<file path="src/crf_pkg.sv">
`timescale 1ns / 1ps

package crf_pkg;

    // Channel, product and divisor widths
    localparam int CHAN_W = 8;
    localparam int PROD_W = 16;
    localparam int DIV_W  = 10;

    // Quotient bits resolved in each divider stage
    localparam int BITS_PER_STAGE = 2;
    localparam int DIV_STAGES     = CHAN_W / BITS_PER_STAGE;

    // Product stage, divider stages, output register
    localparam int LATENCY = DIV_STAGES + 2;

    localparam logic [CHAN_W-1:0] CHAN_MAX = 8'd255;

    // Partial state of one restoring division as it moves down the pipe
    typedef struct packed {
        logic [PROD_W-1:0] rem;
        logic [DIV_W-1:0]  dvs;
        logic [CHAN_W-1:0] quo;
        logic              sat;
    } crf_div_t;

endpackage

</file>
<file path="src/color_ratio_fire_filter.sv">
`timescale 1ns / 1ps

// Colour ratio ("fire") filter. Each pixel request (blue_in, green_in, red_in)
// is taken at any rising edge with start high; busy is always low, so a new
// pixel may follow in every cycle and the block never pushes back. Each
// output channel is floor(own * 255 / (sum of the other two + 1)), saturated
// at 255. The result appears on blue_out, green_out and red_out for exactly
// one cycle, marked by done: it is driven from the output register, which
// follows the product register and the divider stage registers. The
// receiver must take it then, since the block cannot hold it. The pipeline
// depth is set by the restoring divider in each channel: one stage forms the
// product and divisor, four stages resolve two quotient bits each, and one
// register drives the outputs. Throughput is one pixel per clock.
module color_ratio_fire_filter
(
    input  logic                      clk,
    input  logic                      rst_n,
    input  logic                      start,
    output logic                      busy,
    input  logic [crf_pkg::CHAN_W-1:0] blue_in,
    input  logic [crf_pkg::CHAN_W-1:0] green_in,
    input  logic [crf_pkg::CHAN_W-1:0] red_in,
    output logic                      done,
    output logic [crf_pkg::CHAN_W-1:0] blue_out,
    output logic [crf_pkg::CHAN_W-1:0] green_out,
    output logic [crf_pkg::CHAN_W-1:0] red_out
);

    localparam int LAT = crf_pkg::LATENCY;

    // One valid bit per pipeline register, travelling with the payload
    logic [LAT-1:0] valid_reg;
    logic [LAT-1:0] valid_next;

    // Never stall: every stage advances on every clock
    assign busy = 1'b0;

    // Advance the valid bits; a request enters at the bottom
    assign valid_next = {valid_reg[LAT-2:0], start & ~busy};

    always_ff @(posedge clk or negedge rst_n)
    begin
        if (!rst_n)
        begin
            valid_reg <= '0;
        end
        else
        begin
            valid_reg <= valid_next;
        end
    end

    // Blue against green and red
    crf_lane u_blue
    (
        .clk     (clk),
        .own     (blue_in),
        .other_a (green_in),
        .other_b (red_in),
        .result  (blue_out)
    );

    // Green against blue and red
    crf_lane u_green
    (
        .clk     (clk),
        .own     (green_in),
        .other_a (blue_in),
        .other_b (red_in),
        .result  (green_out)
    );

    // Red against green and blue
    crf_lane u_red
    (
        .clk     (clk),
        .own     (red_in),
        .other_a (green_in),
        .other_b (blue_in),
        .result  (red_out)
    );

    // Flag the result for its single cycle on the outputs
    assign done = valid_reg[LAT-1];

endmodule

</file>
<file path="src/crf_lane.sv">
`timescale 1ns / 1ps

// One channel: own * 255 / (other_a + other_b + 1), floored, saturated at 255.
// Restoring division, two quotient bits per stage. Payload only; the caller
// tracks validity.
module crf_lane
(
    input  logic                      clk,
    input  logic [crf_pkg::CHAN_W-1:0] own,
    input  logic [crf_pkg::CHAN_W-1:0] other_a,
    input  logic [crf_pkg::CHAN_W-1:0] other_b,
    output logic [crf_pkg::CHAN_W-1:0] result
);

    localparam int CW  = crf_pkg::CHAN_W;
    localparam int PW  = crf_pkg::PROD_W;
    localparam int DW  = crf_pkg::DIV_W;
    localparam int NS  = crf_pkg::DIV_STAGES;
    localparam int BPS = crf_pkg::BITS_PER_STAGE;
    localparam int SW  = DW + CW;

    logic [PW-1:0]     prod_reg;
    logic [DW-1:0]     dvs_reg;
    logic [PW-1:0]     prod_next;
    logic [DW-1:0]     dvs_next;
    crf_pkg::crf_div_t st_in [NS];
    crf_pkg::crf_div_t st_reg [NS];
    crf_pkg::crf_div_t st_next [NS];
    logic [CW-1:0]     result_reg;
    logic [CW-1:0]     result_next;

    // own * 255 as (own << 8) - own
    assign prod_next = {own, {(PW - CW){1'b0}}} - {{(PW - CW){1'b0}}, own};
    assign dvs_next  = {{(DW - CW){1'b0}}, other_a} + {{(DW - CW){1'b0}}, other_b}
                       + DW'(1);

    // Saturate when the quotient would need a ninth bit
    always_comb
    begin
        st_in[0].rem = prod_reg;
        st_in[0].dvs = dvs_reg;
        st_in[0].quo = '0;
        st_in[0].sat = ({{(SW - PW){1'b0}}, prod_reg} >= {dvs_reg, {CW{1'b0}}});
    end

    for (genvar s = 0; s < NS; s++)
    begin : g_stage
        if (s > 0)
        begin : g_link
            assign st_in[s] = st_reg[s-1];
        end

        always_comb
        begin
            logic [SW-1:0] trial;
            st_next[s] = st_in[s];
            for (int j = 0; j < BPS; j++)
            begin
                trial = {{CW{1'b0}}, st_in[s].dvs} << (CW - 1 - s * BPS - j);
                if ({{(SW - PW){1'b0}}, st_next[s].rem} >= trial)
                begin
                    st_next[s].rem = st_next[s].rem - trial[PW-1:0];
                    st_next[s].quo = st_next[s].quo
                                     | (CW'(1) << (CW - 1 - s * BPS - j));
                end
            end
        end
    end

    assign result_next = st_reg[NS-1].sat ? crf_pkg::CHAN_MAX : st_reg[NS-1].quo;

    always_ff @(posedge clk)
    begin
        prod_reg   <= prod_next;
        dvs_reg    <= dvs_next;
        st_reg     <= st_next;
        result_reg <= result_next;
    end

    assign result = result_reg;

endmodule

</file>
<file path="config.mk">
export PLATFORM = sky130hd
export DESIGN_NAME = color_ratio_fire_filter
export DESIGN_NICKNAME = d
export VERILOG_FILES = /design/src/crf_pkg.sv /design/src/color_ratio_fire_filter.sv /design/src/crf_lane.sv
export SDC_FILE = /design/constraint.sdc
export NUM_CORES = 1
export LEC_CHECK = 0
export BUFFER_PORTS_ARGS = -buffer_cell sky130_fd_sc_hd__buf_2
export CAP_MARGIN = 20
export CORE_UTILIZATION = 45
export CTS_CLUSTER_SIZE = 8
export DETAILED_ROUTE_END_ITERATION = 8
export HOLD_SLACK_MARGIN = 0.06
export PLACE_DENSITY_LB_ADDON = 0.25
export SLEW_MARGIN = 20
export SYNTH_ARGS = -nofsm -noshare
export SYNTH_HDL_FRONTEND = slang
export SYNTH_SLANG_ARGS = --single-unit
</file>
<file path="constraint.sdc">
create_clock -name clk -period 10.3 [get_ports clk]
set_clock_uncertainty 0.05 [all_clocks]
set_input_delay 2.06 -clock clk [delete_from_list [all_inputs] [get_ports clk]]
set_output_delay 2.06 -clock clk [all_outputs]
set_load 0.02 [all_outputs]
</file>
==> summary.txt <==
Run status
  • Status: complete, no violations

Critical path
  • Worst Path Max Fanout: 11
  • Delay-heaviest family, CP: compound AO/OA/AOI/OAI gates
  • Critical path buffer and inverter count: 1
  • Crit path arrival time: between 5000 and 6000 ps
  • Cell mode on critical path: a21oi_1
  • CP Launch Type: register
  • Req. time, crit path: 10750 ps
  • Crit-path cells: ha_1, inv_1, fa_1, a21o_1, a21oi_1, o21ai_0, o41ai_1, nand2b_1, a21oi_2, mux2i_1, fa_1, a21o_1, a21oi_1, nor2b_1, o31a_1, nor3_1, o21ai_0, a21oi_1, mux2_2
  • Crit end category: register
  • Crit Path Class: register to register
  • Worst path max stage delay: ~840 ps
  • Reg-to-reg setup timing slack: about 4800 ps
  • Slowest cell on crit path: a21oi_1

Clock network
  • CTS max path bufs: 3
  • CTS buffer count: 58
  • Postcts setup bufs: 0
  • CTS root buf: clkbuf_16
  • H-tree levels: 2
  • Hold buffers post-CTS: 0
  • CTS sink cnt: 414
  • PostCTS Resize Cnt: 0
  • Clock Latency Late Sink: roughly 600 ps
  • Clock slew at reported path FFs: 50 ps
  • CTS tree: done

Synthesis
  • Syn Nets: 2953
  • Mapped Area: approximately 0.024 mm^2
  • Post-synth top area share: 34.0%
  • Synth Register Bits: between 400 and 500
  • Netlist cell types: between 80 and 90
  • Ys flop type: dfxtp_1
  • Synth area leaders: dfxtp_1 (34%), ha_1 (15%), xnor2_1 (4.7%), mux2_2 (4.6%), a21oi_1 (3.6%)
  • Mapped Cells: 2611
  • Average cell area after synthesis: ~9 um^2
  • Sequential-to-total area share from yosys stat: 34.6%
  • Yosys top cell by area: dfxtp_1
  • Post-synth EDFFs: 0
  • Synth warn: 0
  • Async S/R FF share, synth: 1.45%

GRT
  • Vias in the first global route: 18100
  • Grt ovf: 0
  • First-pass GRT wire length: 87.4 mm
  • Initial antenna violation count: 0
  • Largest net degree at the start of global routing: 22
  • Overall fraction of global-route tracks in use: between 10% and 20%

Placement
  • DP Wirelength: 42.2 mm
  • GP Congestion: 0.906
  • Port buffer count: 51

Floorplanning
  • Num rows: 84
  • Initial Utilization: a little under half
  • Chip Width: 233 um
  • Die Y-Extent: 233 um
  • Core area: around 0.053 mm^2
  • Die ar.: 0.0544 mm^2
  • I/O Pins: 53

Finish
  • Fillers: 4834
  • Finished Core Util: between 50% and 60%
  • Reg area: 0.00832 mm^2
  • ANT cells: 0
  • Layout net count: 3044
  • Area Growth Syn to Fin: 10.9%
  • Multi-input logic area: 0.0147 mm^2
  • Ratio of cells with drive above 1 in the final layout: 11.0%

Drt
  • Number of detailed-route iterations in the first pass: 5
  • Routed Antenna Nets: 0
  • Total number of vias: 18400
  • Avg WL per Cell: 15.6 um
  • Drt total wl: between 50 and 60 mm
  • Routed vias/inst: around 5.4
  • Initial DRC Count: between 800 and 900
  • DR DRC count: 0

STA
  • Setup TNS: 0 ps
  • Tmin final: ~5500 ps
  • Final setup fails: 0
  • RSZ-0062 raised after global routing: no
  • Rel. slew slack: 29.7%
  • Fin crit share: 53.8%
  • Highest Clock Rate: 0.180 GHz
  • Slew Limit Fails: 0
  • Worst slew pin tran: 1050 ps
  • Final hold vios: 0

Worst hold path
  • HP Class: register to register

Run
  • Max-capacitance violation count: 0
==> cell type report <==
type / count / share of cell area, %
Inverter: 230 / 3.24
Clock buffer: 66 / 5.71
Clock inverter: 3 / 0.244
Sequential cell: 414 / 31.2
Multi-Input combinational cell: 1942 / 55.3
Tap cell: 688 / 3.23
Timing Repair Buffer: 56 / 1.10
==> kinds of logic after synthesis <==
logic type / synth area share [%]
buffers and inverters: 4.17
xor gates and xnor gates: 7.03
muxes: 6.76
adders and majority gates: 17.1
DFF: 34.6
other: 0.0156
AOI/OAI and AO/OA: 15.6
and+or+nand+nor: 14.6
==> Yosys cell counts, drive strengths merged (6+ instances only) <==
library cell	count
dfxtp	408
ha	291
inv	230
nor2	190
a21oi	177
o21ai	156
nand2	146
xnor2	130
mux2	115
nor3	75
xor2	63
nor2b	59
a21o	54
nand3	40
or2	39
o21a	35
nand4	30
or3	30
mux2i	28
nand2b	25
fa	24
a211oi	21
nor4	17
o21bai	17
o31a	17
buf	16
o211ai	16
o41ai	12
and3	11
and2	10
a2111oi	9
a21boi	9
and4	9
clkbuf	9
o31ai	9
a31oi	8
a211o	7
or4	7
a2bb2oi	6
dfrtp	6
==> layer usage <==
layer  vias to the layer above  share of wire (%)  track usage, %
li1                       9394                  -               -
met1                      8513                 49            26.7
met2                       369                 44            31.7
met3                        92                3.8            2.34
met4                         0                2.6            6.99
met5                         -                  0               0
==> cell usage in the layout, fill, tap and decap left out, types with 7 or more instances in the layout <==
cell type and count:
or2_2 38, mux2_2 99, o211ai_1 15, nor4_1 16
a21o_1 54, o21a_1 35, and3_1 11, and2_1 9
o31ai_1 7, o21ai_0 150, nor2b_1 59, or3_1 28
a211o_1 7, a21boi_0 8, a31oi_1 8, o31a_1 17
a211oi_1 20, a21oi_1 174, nand3_1 40, xor2_1 63
o21bai_1 17, nand2b_1 25, xnor2_1 130, clkbuf_16 59
o41ai_1 11, mux2i_1 28, or4_1 7, ha_1 291
mux2_4 13, nand4_1 30, nor2_1 189, nor3_1 73
inv_1 229, and4_1 9, fa_1 24, nand2_1 145
dfxtp_1 408, a2111oi_0 7, buf_2 51
==> worst register-to-register path, cell delays in order (launching register included) <==
cell and delay (ps):
dfxtp_1 390, ha_1 200, inv_1 60, fa_1 420
a21o_1 200, a21oi_1 200, o21ai_0 150, o41ai_1 390
nand2b_1 180, a21oi_2 150, mux2i_1 220, fa_1 470
a21o_1 200, a21oi_1 210, nor2b_1 90, o31a_1 270
nor3_1 180, o21ai_0 130, a21oi_1 840, mux2_2 440
==> through the flow <==
stage          area, um^2  instances  setup slack (ps)  hold WS [ps]
3_3_place_gp        25100       3330              4920           261
3_5_place_dp        25100       3330              4790           262
5_1_grt             26700       3399              4260           279
2_1_floorplan       24000       2611              5560           260
6_report            26700       3399              4760           271
4_1_cts             26700       3399              4750           272
==> path summary, 6_finish.rpt <==
| path | endpoint | cells past startpoint | from |
|---|---|---|---|
| max | u_blue.st_in[97]$_DFF_P_ | 19 | u_blue.dvs_reg[0]$_DFF_P_ |
| min | u_red.st_in[7]$_DFF_P_ | 0 | u_red.st_in[42]$_DFF_P_ |
| max reg2reg | u_blue.st_in[97]$_DFF_P_ | 19 | u_blue.dvs_reg[0]$_DFF_P_ |
| min reg2reg | u_red.st_in[7]$_DFF_P_ | 0 | u_red.st_in[42]$_DFF_P_ |
| max in group asynchronous | valid_reg[3]$_DFF_PN0_ | 1 | rst_n |
| min in group asynchronous | valid_reg[0]$_DFF_PN0_ | 1 | rst_n |
Power is left out: the tool's default activity adds up to more than one toggle a clock period on the data nets, which glitch-free logic cannot reach.
